$ cat config.mk
export PLATFORM = sky130hd
export DESIGN_NAME = bounded_lifo_stack_unit
export DESIGN_NICKNAME = d
export VERILOG_FILES = /design/src/bls_pkg.sv /design/src/bls_ram.sv /design/src/bounded_lifo_stack_unit.sv
export SDC_FILE = /design/constraint.sdc
export NUM_CORES = 2
export LEC_CHECK = 0
export BUFFER_PORTS_ARGS = -buffer_cell sky130_fd_sc_hd__buf_2
export CAP_MARGIN = 40
export CORE_ASPECT_RATIO = 0.9
export CORE_MARGIN = 3
export CORE_UTILIZATION = 50
export CTS_CLUSTER_DIAMETER = 50
export DETAILED_ROUTE_END_ITERATION = 10
export PLACE_DENSITY = 0.62
export SYNTH_ARGS = -nofsm -noshare
export SYNTH_HDL_FRONTEND = slang
export SYNTH_SLANG_ARGS = --single-unit
$ cat constraint.sdc
create_clock -name clk -period 5.35 [get_ports clk]
set_clock_uncertainty 0.05 [all_clocks]
set_input_delay 1.07 -clock clk [delete_from_list [all_inputs] [get_ports clk]]
set_output_delay 1.07 -clock clk [all_outputs]
set_load 0.01 [all_outputs]
$ cat src/bls_pkg.sv
package bls_pkg;

	localparam int WORD_W  = 32;
	localparam int LIMIT_W = 7;
	localparam int LEVEL_W = 7;

	// request kinds
	localparam logic [1:0] REQ_PUSH = 2'd0;
	localparam logic [1:0] REQ_POP  = 2'd1;
	localparam logic [1:0] REQ_PEEK = 2'd2;

	// error codes
	localparam logic [1:0] ERR_OK        = 2'd0;
	localparam logic [1:0] ERR_OVERFLOW  = 2'd1;
	localparam logic [1:0] ERR_UNDERFLOW = 2'd2;
	localparam logic [1:0] ERR_BAD_INDEX = 2'd3;

	localparam logic [LIMIT_W-1:0]       LIMIT_RESET = 7'd64;
	localparam logic signed [WORD_W-1:0] NEG_ONE     = -32'sd1;

	typedef struct packed {
		logic [1:0]               req_type;
		logic signed [WORD_W-1:0] push_value;
		logic [6:0]               depth_index;
	} cmd_t;

	typedef struct packed {
		logic signed [WORD_W-1:0] read_value;
		logic [1:0]               error_code;
		logic [LEVEL_W-1:0]       level;
		logic                     is_empty;
		logic                     is_full;
		logic signed [WORD_W-1:0] top_value;
	} rsp_t;

	// where the read word of a result comes from
	typedef enum logic [1:0] {
		RD_NONE,
		RD_HELD,
		RD_RAM
	} rd_sel_t;

endpackage

$ cat src/bls_ram.sv
module bls_ram #(
	parameter int WIDTH = 32,
	parameter int DEPTH = 64
) (
	input  logic                                   clk,
	input  logic                                   we,
	input  logic [(DEPTH > 1 ? $clog2(DEPTH) : 1)-1:0] waddr,
	input  logic [WIDTH-1:0]                       wdata,
	input  logic                                   re,
	input  logic [(DEPTH > 1 ? $clog2(DEPTH) : 1)-1:0] raddr,
	output logic [WIDTH-1:0]                       rdata
);

	logic [WIDTH-1:0] mem [DEPTH];

	always_ff @(posedge clk) begin
		if (we) begin
			mem[waddr] <= wdata;
		end
		if (re) begin
			rdata <= mem[raddr];
		end
	end

endmodule

$ cat src/bounded_lifo_stack_unit.sv
// bounded lifo stack of signed 32-bit words, held in one single-port-write ram
// command channel: an item is taken at a rising edge with start high and busy
//   low; busy stays low, so a push, pop or peek can be issued every cycle
// result channel: done is high for exactly one cycle, in the cycle after the
//   item was taken, with rsp holding read word, error code, level, empty and
//   full flags and the top word; the receiver cannot hold results off
// throughput is one item per cycle: each item makes at most one ram access
//   (push writes, pop reads the new top, peek reads its entry), and the top
//   word is kept in a register that is forwarded from the ram read port when
//   a pop has just fetched the next entry
// configuration: cfg_we writes cfg_wdata into the stack limit; the effective
//   limit is the value clamped to 1..DEPTH; write only while no result is due
// reset: arst_n clears the level to zero (stack empty) and sets the limit to
//   its reset value; ram contents stay undefined, no clearing pass is needed
//   since only written entries can ever be read
module bounded_lifo_stack_unit #(
	parameter int DEPTH = 64
) (
	input  logic                         clk,
	input  logic                         arst_n,
	input  logic                         start,
	output logic                         busy,
	input  bls_pkg::cmd_t                cmd,
	input  logic                         cfg_we,
	input  logic [bls_pkg::LIMIT_W-1:0]  cfg_wdata,
	output logic                         done,
	output bls_pkg::rsp_t                rsp
);

	import bls_pkg::*;

	localparam int LW = $clog2(DEPTH + 1);                 // level width
	localparam int AW = (DEPTH > 1) ? $clog2(DEPTH) : 1;   // ram address width
	localparam int CW = (LW > LIMIT_W) ? LW : LIMIT_W;     // compare width

	// configuration and stack state
	logic [LIMIT_W-1:0]       stack_limit_q;
	logic [LW-1:0]            level_q;
	logic signed [WORD_W-1:0] top_q;

	// result stage
	logic                     valid_s1;
	logic [1:0]               err_s1;
	rd_sel_t                  sel_s1;
	logic signed [WORD_W-1:0] hold_s1;
	logic                     top_ram_s1;

	// decode
	logic                     acc;
	logic [CW-1:0]            lim_c;
	logic [CW-1:0]            cfg_ext;
	logic [CW-1:0]            level_ext;
	logic [CW-1:0]            idx_ext;
	logic                     full_c;
	logic signed [WORD_W-1:0] top_eff;
	logic [1:0]               err_c;
	rd_sel_t                  sel_c;
	logic [LW-1:0]            level_nxt;
	logic                     top_ram_c;
	logic                     push_ok;

	// ram port
	logic                     ram_we;
	logic [AW-1:0]            ram_waddr;
	logic                     ram_re;
	logic [AW-1:0]            ram_raddr;
	logic [WORD_W-1:0]        ram_rdata;

	// every request touches the ram at most once, so nothing ever stalls
	assign busy = 1'b0;
	assign acc  = start && !busy;

	// effective limit, clamped to 1..DEPTH
	assign cfg_ext   = CW'(stack_limit_q);
	assign level_ext = CW'(level_q);
	assign idx_ext   = CW'(cmd.depth_index);

	always_comb begin
		priority if (cfg_ext == '0) begin
			lim_c = CW'(1);
		end else if (cfg_ext > CW'(DEPTH)) begin
			lim_c = CW'(DEPTH);
		end else begin
			lim_c = cfg_ext;
		end
	end

	assign full_c = (level_ext >= lim_c);

	// top word as of the last item taken: a pop in the result stage brings
	// the next entry straight from the ram read port
	assign top_eff = (valid_s1 && top_ram_s1) ? $signed(ram_rdata) : top_q;

	// request decode and ram access
	always_comb begin
		err_c     = ERR_OK;
		sel_c     = RD_NONE;
		level_nxt = level_q;
		top_ram_c = 1'b0;
		push_ok   = 1'b0;
		ram_we    = 1'b0;
		ram_waddr = AW'(level_q);
		ram_re    = 1'b0;
		ram_raddr = AW'(level_q - LW'(2));
		unique case (cmd.req_type)
			REQ_PUSH: begin
				if (full_c) begin
					err_c = ERR_OVERFLOW;
				end else begin
					push_ok   = 1'b1;
					ram_we    = acc;
					level_nxt = level_q + LW'(1);
				end
			end
			REQ_POP: begin
				if (level_q == '0) begin
					err_c = ERR_UNDERFLOW;
				end else begin
					sel_c     = RD_HELD;
					level_nxt = level_q - LW'(1);
					// fetch the entry below the top unless the stack drains
					if (level_q > LW'(1)) begin
						top_ram_c = 1'b1;
						ram_re    = acc;
					end
				end
			end
			REQ_PEEK: begin
				if (idx_ext == '0 || idx_ext > level_ext) begin
					err_c = ERR_BAD_INDEX;
				end else begin
					sel_c     = RD_RAM;
					ram_re    = acc;
					ram_raddr = AW'(level_ext - idx_ext);
				end
			end
			default: begin
				// request with no meaning: state kept, read word -1, no error
			end
		endcase
	end

	bls_ram #(
		.WIDTH (WORD_W),
		.DEPTH (DEPTH)
	) u_ram (
		.clk   (clk),
		.we    (ram_we),
		.waddr (ram_waddr),
		.wdata (cmd.push_value),
		.re    (ram_re),
		.raddr (ram_raddr),
		.rdata (ram_rdata)
	);

	// configuration register
	always_ff @(posedge clk or negedge arst_n) begin
		if (!arst_n) begin
			stack_limit_q <= LIMIT_RESET;
		end else if (cfg_we) begin
			stack_limit_q <= cfg_wdata;
		end
	end

	// level and result-stage control
	always_ff @(posedge clk or negedge arst_n) begin
		if (!arst_n) begin
			level_q    <= '0;
			valid_s1   <= 1'b0;
			top_ram_s1 <= 1'b0;
		end else begin
			valid_s1   <= acc;
			top_ram_s1 <= acc && top_ram_c;
			if (acc) begin
				level_q <= level_nxt;
			end
		end
	end

	// top word register and result payload
	always_ff @(posedge clk) begin
		if (acc && push_ok) begin
			top_q <= cmd.push_value;
		end else begin
			top_q <= top_eff;
		end
		if (acc) begin
			err_s1  <= err_c;
			sel_s1  <= sel_c;
			hold_s1 <= top_eff;     // popped word is the current top
		end
	end

	// result
	assign done = valid_s1;

	always_comb begin
		rsp.error_code = err_s1;
		rsp.level      = LEVEL_W'(level_q);
		rsp.is_empty   = (level_q == '0);
		rsp.is_full    = full_c;
		rsp.top_value  = (level_q == '0) ? NEG_ONE : top_eff;
		unique case (sel_s1)
			RD_HELD: rsp.read_value = hold_s1;
			RD_RAM:  rsp.read_value = $signed(ram_rdata);
			default: rsp.read_value = NEG_ONE;
		endcase
	end

	// checks
	a_level_bound: assert property (@(posedge clk) disable iff (!arst_n)
		level_q <= LW'(DEPTH))
		else $error("level above depth");

	a_done_follows: assert property (@(posedge clk) disable iff (!arst_n)
		acc |=> done)
		else $error("no result after accepted item");

	a_push_grows: assert property (@(posedge clk) disable iff (!arst_n)
		(acc && cmd.req_type == REQ_PUSH && !full_c) |=> (level_q == $past(level_q) + LW'(1)))
		else $error("push did not grow the stack");

	a_underflow_empty: assert property (@(posedge clk) disable iff (!arst_n)
		(done && rsp.error_code == ERR_UNDERFLOW) |-> (level_q == '0))
		else $error("underflow reported on non-empty stack");

	a_write_in_range: assert property (@(posedge clk) disable iff (!arst_n)
		ram_we |-> (level_ext < lim_c))
		else $error("ram write past the limit");

endmodule
# After elaboration in Yosys (flattened, before gate mapping)
# Memory sizes are Yosys's and may differ from the RTL's. A register that Yosys moved wholly into a read port is not among the register bits.
# Cells that the tools add are included.
totals:
  n_memories: 1
  mem_bits_rw: 2048
  input_bits: 52
  out_inout_bits: 77
  register_bits: 84
mem_list:
  columns: ["memory", "words", "width", "rd", "rd_clocked_by_memory_dff", "write_ports", "line_no", "text"]
  rows:
  - ["u_ram.mem", 64, 32, 1, 1, 1, "bls_ram.sv:14", "logic [WIDTH-1:0] mem [DEPTH];"]
classes:
  n_lt_le_gt_ge: 4
  muxes: 31
  addsub: 4
  n_reduce_logical: 10
  n_eq_ne: 6
op_table:
  columns: ["op", "count"]
  rows:
  - ["two-way mux 32 bit", 3]
  - ["one-hot mux 32 bit (2 select lines)", 1]
  - ["two-way mux 7 bit", 4]
  - ["zero test 7 bit", 3]
  - ["two-way mux 1 bit", 14]
  - ["one-hot mux 7 bit (2 select lines)", 1]
  - ["two-way mux 6 bit", 2]
  - ["adder 7 x 1 -> 7 bit (second input constant)", 1]
  - [">= comparator 7 bit", 1]
  - ["> comparator 7 x 1 -> 1 bit (second input constant)", 1]
  - ["> comparator 7 bit", 1]
  - ["> comparator 7 bit (second input constant)", 1]
  - ["subtractor 7 x 1 -> 7 bit (second input constant)", 1]
  - ["two-way mux 2 bit", 3]
  - ["one-hot mux 2 bit (3 select lines)", 1]
  - ["subtractor 6 x 2 -> 6 bit (second input constant)", 1]
  - ["subtractor 6 bit", 1]
  - ["equality test 2 x 1 -> 1 bit (second input constant)", 2]
  - ["equality test 2 bit (second input constant)", 2]
  - ["inequality test 2 bit (second input constant)", 2]
  - ["one-hot mux 2 bit (2 select lines)", 1]
  - ["AND reduction 4 bit", 1]
  - ["logical AND 1 bit", 3]
  - ["zero test 2 bit", 1]
  - ["3 further kinds", 3]

# Depth between registers and ports, before layout
depth:
  depth_word: 8
  depth_mapped: 17
  mapped_depth_nobuf: 13

# By module
# From an unflattened synthesis, not the netlist that was laid out.
unflattened:
  hier_cells: 3802
  area_unflattened_um2: 83546.4
by_module_without_submodules:
  columns: ["module", "seq_area_each_um2", "n_inst", "cells_each", "area_each_um2"]
  rows:
  - ["bls_ram", 62459.9, 1, 3324, 78835.6]
  - ["bounded_lifo_stack_unit", 2123.3, 1, 478, 4710.8]

# Worst setup path after synthesis
# OpenSTA, ideal clock, no wires.
synth_path:
  path_kind: "reg-to-reg"
  startpoint: "register level_q[0], in the netlist level_ext[0]"
  endpoint: "memory u_ram.mem[38][0], enable pin"
  n_path_buf: 1
  required_time_ps: 4879
  setup_slack_ps: 473
  stages_incl_launch_ff: 13
  period_less_slack_ps: 4877
  t_arrival_ps: 4406
  setup_time_ps: 421
  path_cell_list: "dfrtp_1 -> buf_2 -> clkinv_1 -> ha_1 -> nand2b_1 -> a21o_1 -> a21o_1 -> a21o_1 -> a21o_1 -> a21o_1 -> a211oi_1 -> nand4_1 -> nor2_1"
synth_between:
  elab_chain_len: 5
synth_lines:
  columns: ["element", "line_no", "text"]
  rows:
  - ["start: declaration", "bounded_lifo_stack_unit.sv:38", "logic [LW-1:0] level_q;"]
  - ["start signal: assignment", "bounded_lifo_stack_unit.sv:175", "level_q <= level_nxt;"]
  - [">= comparator 7 bit", "bounded_lifo_stack_unit.sv:88", "assign full_c = (level_ext >= lim_c);"]
  - ["two-way mux 1 bit", "bounded_lifo_stack_unit.sv:107", "if (full_c) begin"]
  - ["two-way mux 1 bit", "bounded_lifo_stack_unit.sv:105", "unique case (cmd.req_type)"]
  - ["two-way mux 1 bit", "bls_ram.sv:17", "if (we) begin"]
  - ["two-way mux 1 bit (not written as such)", "bls_ram.sv:18", "mem[waddr] <= wdata;"]
  - ["end: declaration", "bls_ram.sv:14", null]
# Parallel ways exist; a longest one is shown, timed or not.

# Worst setup path after layout
layout_path:
  startpoint: "register level_q[5], in the netlist level_ext[5]"
  endpoint: "register u_ram.rdata[2], read port of u_ram.mem (data pin)"
layout_between:
  elab_chain_len: 4
  elab_cells_between_ends: 12
  cone_classes: "add/sub: 2; order compare: 2; mux: 6; reduce/logical: 2"
layout_lines:
  columns: ["element", "line_no", "text"]
  rows:
  - ["> comparator 7 x 1 -> 1 bit or > comparator 7 bit (tied branches)", "bounded_lifo_stack_unit.sv:122, bounded_lifo_stack_unit.sv:129", null]
  - ["two-way mux 1 bit or logical OR 1 bit (tied branches)", "bounded_lifo_stack_unit.sv:122, bounded_lifo_stack_unit.sv:129", null]
  - ["two-way mux 1 bit, or another cell as far along", "bounded_lifo_stack_unit.sv:116", "if (level_q == '0) begin"]
  - ["one-hot mux 1 bit (2 select lines) or two-way mux 6 bit (tied branches)", "bounded_lifo_stack_unit.sv:105", null]
  - ["end: declaration", "bls_ram.sv:11", "output logic [WIDTH-1:0] rdata"]
# Parallel ways exist; a longest one is shown, timed or not.
# A chain may end at the register's enable or synchronous reset.

==> results_dict.tcl <==
set metrics [dict create \
    status "finished clean" \
    mostFrequentLayoutCells "sky130_fd_sc_hd__edfxtp_1 (2116), sky130_fd_sc_hd__nand2_1 (1309), sky130_fd_sc_hd__nand3_1 (463)" \
    dpl.hpwl_mm 170 \
    postSynthCellCount 6028 \
    cts.htree.levels 4 \
    io_pins 129 \
    grt_first_pass_wirelength_mm 400 \
    critPathArrivalTime_ns 5.68 \
    timing.final.max_slew_violations 0 \
    nets 6456 \
    drive_above_1_share_pct 15.1 \
    antenna_violating_nets_post_route 0 \
    ys_top_cells_by_area "sky130_fd_sc_hd__edfxtp_1 (74%), sky130_fd_sc_hd__nand2_1 (5.7%), sky130_fd_sc_hd__nand3_1 (2.7%), sky130_fd_sc_hd__mux2i_1 (2.3%), sky130_fd_sc_hd__a32oi_1 (1.6%)" \
    drt-vias-per-instance 6.46 \
    pin_count_of_the_biggest_net_entering_global_routing 92 \
    p_per_area_nw_per_um2 576 \
    timing.max_slew.rel_slack_pct 35.1 \
    globalRouteMet3Util_pct 8.28 \
    core_area_um2 170000 \
    chipWidth_um 443 \
    timing.critical_path.from "level_ext[5]" \
    grt_antenna_before_repair 17 \
    ys_async_sr_fraction_pct 0.739 \
    ys_dominant_reg_cell "sky130_fd_sc_hd__edfxtp_1" \
    final_cell_count_no_fill 8801 \
    worst_setup_path_end_kind "flip-flop" \
    syn_nets 6114 \
    number_of_buffers_added_by_the_clock_tree_synthesis_step 216 \
    timing.hold.worst.class "in2async" \
    yosys_warnings 0 \
    cts_setup_buffers 0 \
    p_leak_uw 0.0339 \
    drc 0 \
    grt.total_usage_pct 31.6 \
    rows 143 \
    preCtsSetupSlack_ns -0.314 \
    portBuffers 127 \
    rsz_0062_raised_after_global_routing "no" \
    worst-path-max-fanout 25 \
    drtIter0Drc 8492 \
    avgRoutedWirePerCell_um 32.1 \
    cap_viol_max_count 0 \
    routed-via-count 56800 \
    cts-resized-gates 0 \
    ir_drop_worst_case_vdd_mv 0.523 \
    gr-usage-met2_pct 47.1 \
    synth.ff_latch_count 2164 \
    most_frequent_standard_cell_in_the_layout_excluding_fill_and_tap_cells "sky130_fd_sc_hd__edfxtp_1" \
    period_minus_slack_ns 5.13 \
    tritoncts_num_sinks 2164 \
    synth_cell_types 86 \
    worst_r2r_startpoint "level_ext[5]" \
    yosys.area.top_type_share_pct 74.0 \
    syn_area_per_cell_um2 14.3 \
    fin_ws_ns 0.222 \
    post-synth-top-area-cell "sky130_fd_sc_hd__edfxtp_1" \
    gpl.final_weighted_congestion 0.918 \
    dieArea_um2 177000 \
    worst_slew_pin_slew_ns 0.973 \
    drt_pre_antenna_iters 8 \
    cts_hold_repair.buffers 0 \
    synth_enable_flop_cells 2116 \
    tritoncts "yes" \
    root_buffer "sky130_fd_sc_hd__clkbuf_16" \
    global_route.usage.met1_pct 45.2 \
    type_of_element_launching_the_critical_path "flip-flop" \
    cts.path.max_buffers 3 \
    globalRoute.busiestLayer "met2" \
    final_hold_viol_count 0 \
    overflow 0 \
    placed_insts 8399 \
    netlist_area_um2 85900 \
    routed_wirelength_mm 283 \
    path_clk_slew_ns 0.06 \
    initial_standard_cell_utilization_of_the_core_pct 50.6 \
    area_delta_synth_final_pct 15.6 \
    via_count_of_the_first_global_routing_pass 52900 \
    finalSetupViolCount 0 \
    layout_worst_path_cycle_share_pct 95.9 \
    maxClockFrequency_ghz 0.195 \
    critPathRequiredTime_ns 5.90 \
    seq_area_frac_synth_pct 75.2 \
    clock_network_latency_to_the_later_pin_of_the_worst_skew_pair_ns 0.86 \
    die_height_um 399 \
    critPathKind "reg2reg" \
]
## cells in the mapped netlist, types with 36 or more instances
| master | number |
|---|---|
| sky130_fd_sc_hd__nand4_1 | 129 |
| sky130_fd_sc_hd__nand2_1 | 1311 |
| sky130_fd_sc_hd__a211oi_1 | 72 |
| sky130_fd_sc_hd__nor2_1 | 123 |
| sky130_fd_sc_hd__buf_1 | 62 |
| sky130_fd_sc_hd__o22ai_1 | 41 |
| sky130_fd_sc_hd__inv_1 | 52 |
| sky130_fd_sc_hd__a21oi_1 | 184 |
| sky130_fd_sc_hd__clkbuf_1 | 145 |
| sky130_fd_sc_hd__nand3_1 | 463 |
| sky130_fd_sc_hd__edfxtp_1 | 2116 |
| sky130_fd_sc_hd__mux2i_1 | 201 |
| sky130_fd_sc_hd__a32oi_1 | 153 |
| sky130_fd_sc_hd__a31oi_1 | 70 |
| sky130_fd_sc_hd__mux2_2 | 44 |
| sky130_fd_sc_hd__buf_2 | 182 |
| sky130_fd_sc_hd__o21ai_0 | 57 |
| sky130_fd_sc_hd__and3_1 | 129 |
| sky130_fd_sc_hd__a221o_1 | 36 |
## registers in the layout, summed over array words and instances, names as in the netlist
| signal | flops |
|---|---|
| sel_s1 | 2 |
| u_ram.mem | 2048 |
| done | 1 |
| top_ram_s1 | 1 |
| u_ram.rdata | 32 |
| err_s1 | 2 |
| level_ext | 7 |
| cfg_ext | 7 |
| hold_s1 | 32 |
| top_q | 32 |
## worst paths after layout
check | to | slack (ns) | depth (start not counted)
max | u_ram.rdata[2] | 0.22 | 17
min | cfg_ext[2] | 0.10 | 1
max reg2reg | u_ram.rdata[2] | 0.22 | 17
min reg2reg | cfg_ext[0] | 0.49 | 1
max in group asynchronous | cfg_ext[6] | 4.82 | 1
min in group clk | cfg_ext[6] | 0.39 | 3
## worst max-delay path: stages (launching register included)
cell,delay (ns)
sky130_fd_sc_hd__dfrtp_1,0.35
sky130_fd_sc_hd__clkinv_1,0.28
sky130_fd_sc_hd__ha_1,0.50
sky130_fd_sc_hd__and4_1,0.26
sky130_fd_sc_hd__nand2_1,0.14
sky130_fd_sc_hd__a21boi_1,0.16
sky130_fd_sc_hd__buf_4,0.20
sky130_fd_sc_hd__nor3_1,0.58
sky130_fd_sc_hd__buf_4,0.29
sky130_fd_sc_hd__or2_4,0.33
sky130_fd_sc_hd__buf_12,0.26
sky130_fd_sc_hd__buf_4,0.19
sky130_fd_sc_hd__a32o_1,0.19
sky130_fd_sc_hd__a2111oi_0,0.08
sky130_fd_sc_hd__buf_4,0.16
sky130_fd_sc_hd__nor4_2,0.50
sky130_fd_sc_hd__buf_2,0.27
sky130_fd_sc_hd__nand2_1,0.07
## power breakdown
| group | switching (uW) | total, uW | internal, uW |
|---|---|---|---|
| Sequential | 390 | 19600 | 19200 |
| Combinational | 15400 | 22900 | 7480 |
| Clock | 6460 | 14700 | 8270 |
## stage by stage
step / total power (uW) / utilization, % / setup TNS, ns / cell area, um2 / hold slack, ns
after floorplan: 31900 / - / 0 / 85900 / 0.432
after global placement: 42000 / 54.3 / -2.91 / 92200 / 0.468
after detailed placement: 42200 / 54.4 / -1.18 / 92400 / 0.466
after CTS: 56800 / 58.5 / 0 / 99300 / 0.0476
after global routing: 59300 / 58.5 / 0 / 99300 / 0.0941
final: 57200 / 58.5 / 0 / 99300 / 0.105
## logic make-up (layout without fill, tap and decap cells)
kind of cell	after synthesis	after routing	synth area share, %
and+or+nand+nor	2261	2261	11.7
other	1	8	0.00436
AOI/OAI and AO/OA	849	849	7.27
DFF	2164	2164	75.2
xor gates and xnor gates	15	15	0.153
muxes	245	245	2.92
adders and majority gates	34	34	0.504
buffers and inverters	459	978	2.34
## area by class of cell
| class | count | area (um2) |
|---|---|---|
| fill | 13000 | 70500 |
| clock inverter | 133 | 1190 |
| antenna | 7 | 17.5 |
| inverter | 56 | 210 |
| tap | 2247 | 2810 |
| clock buffer | 262 | 5640 |
| timing repair buffer | 527 | 4870 |
| sequential | 2164 | 64600 |
| multi-input combinational | 3405 | 20000 |
## per-layer routing
layer | wire length (um) | vias up
li1 | - | 23800
met1 | 110000 | 28700
met2 | 125000 | 3788
met3 | 36800 | 547
met4 | 10300 | 4
met5 | 27 | -
(Power assumes the default switching activity.)
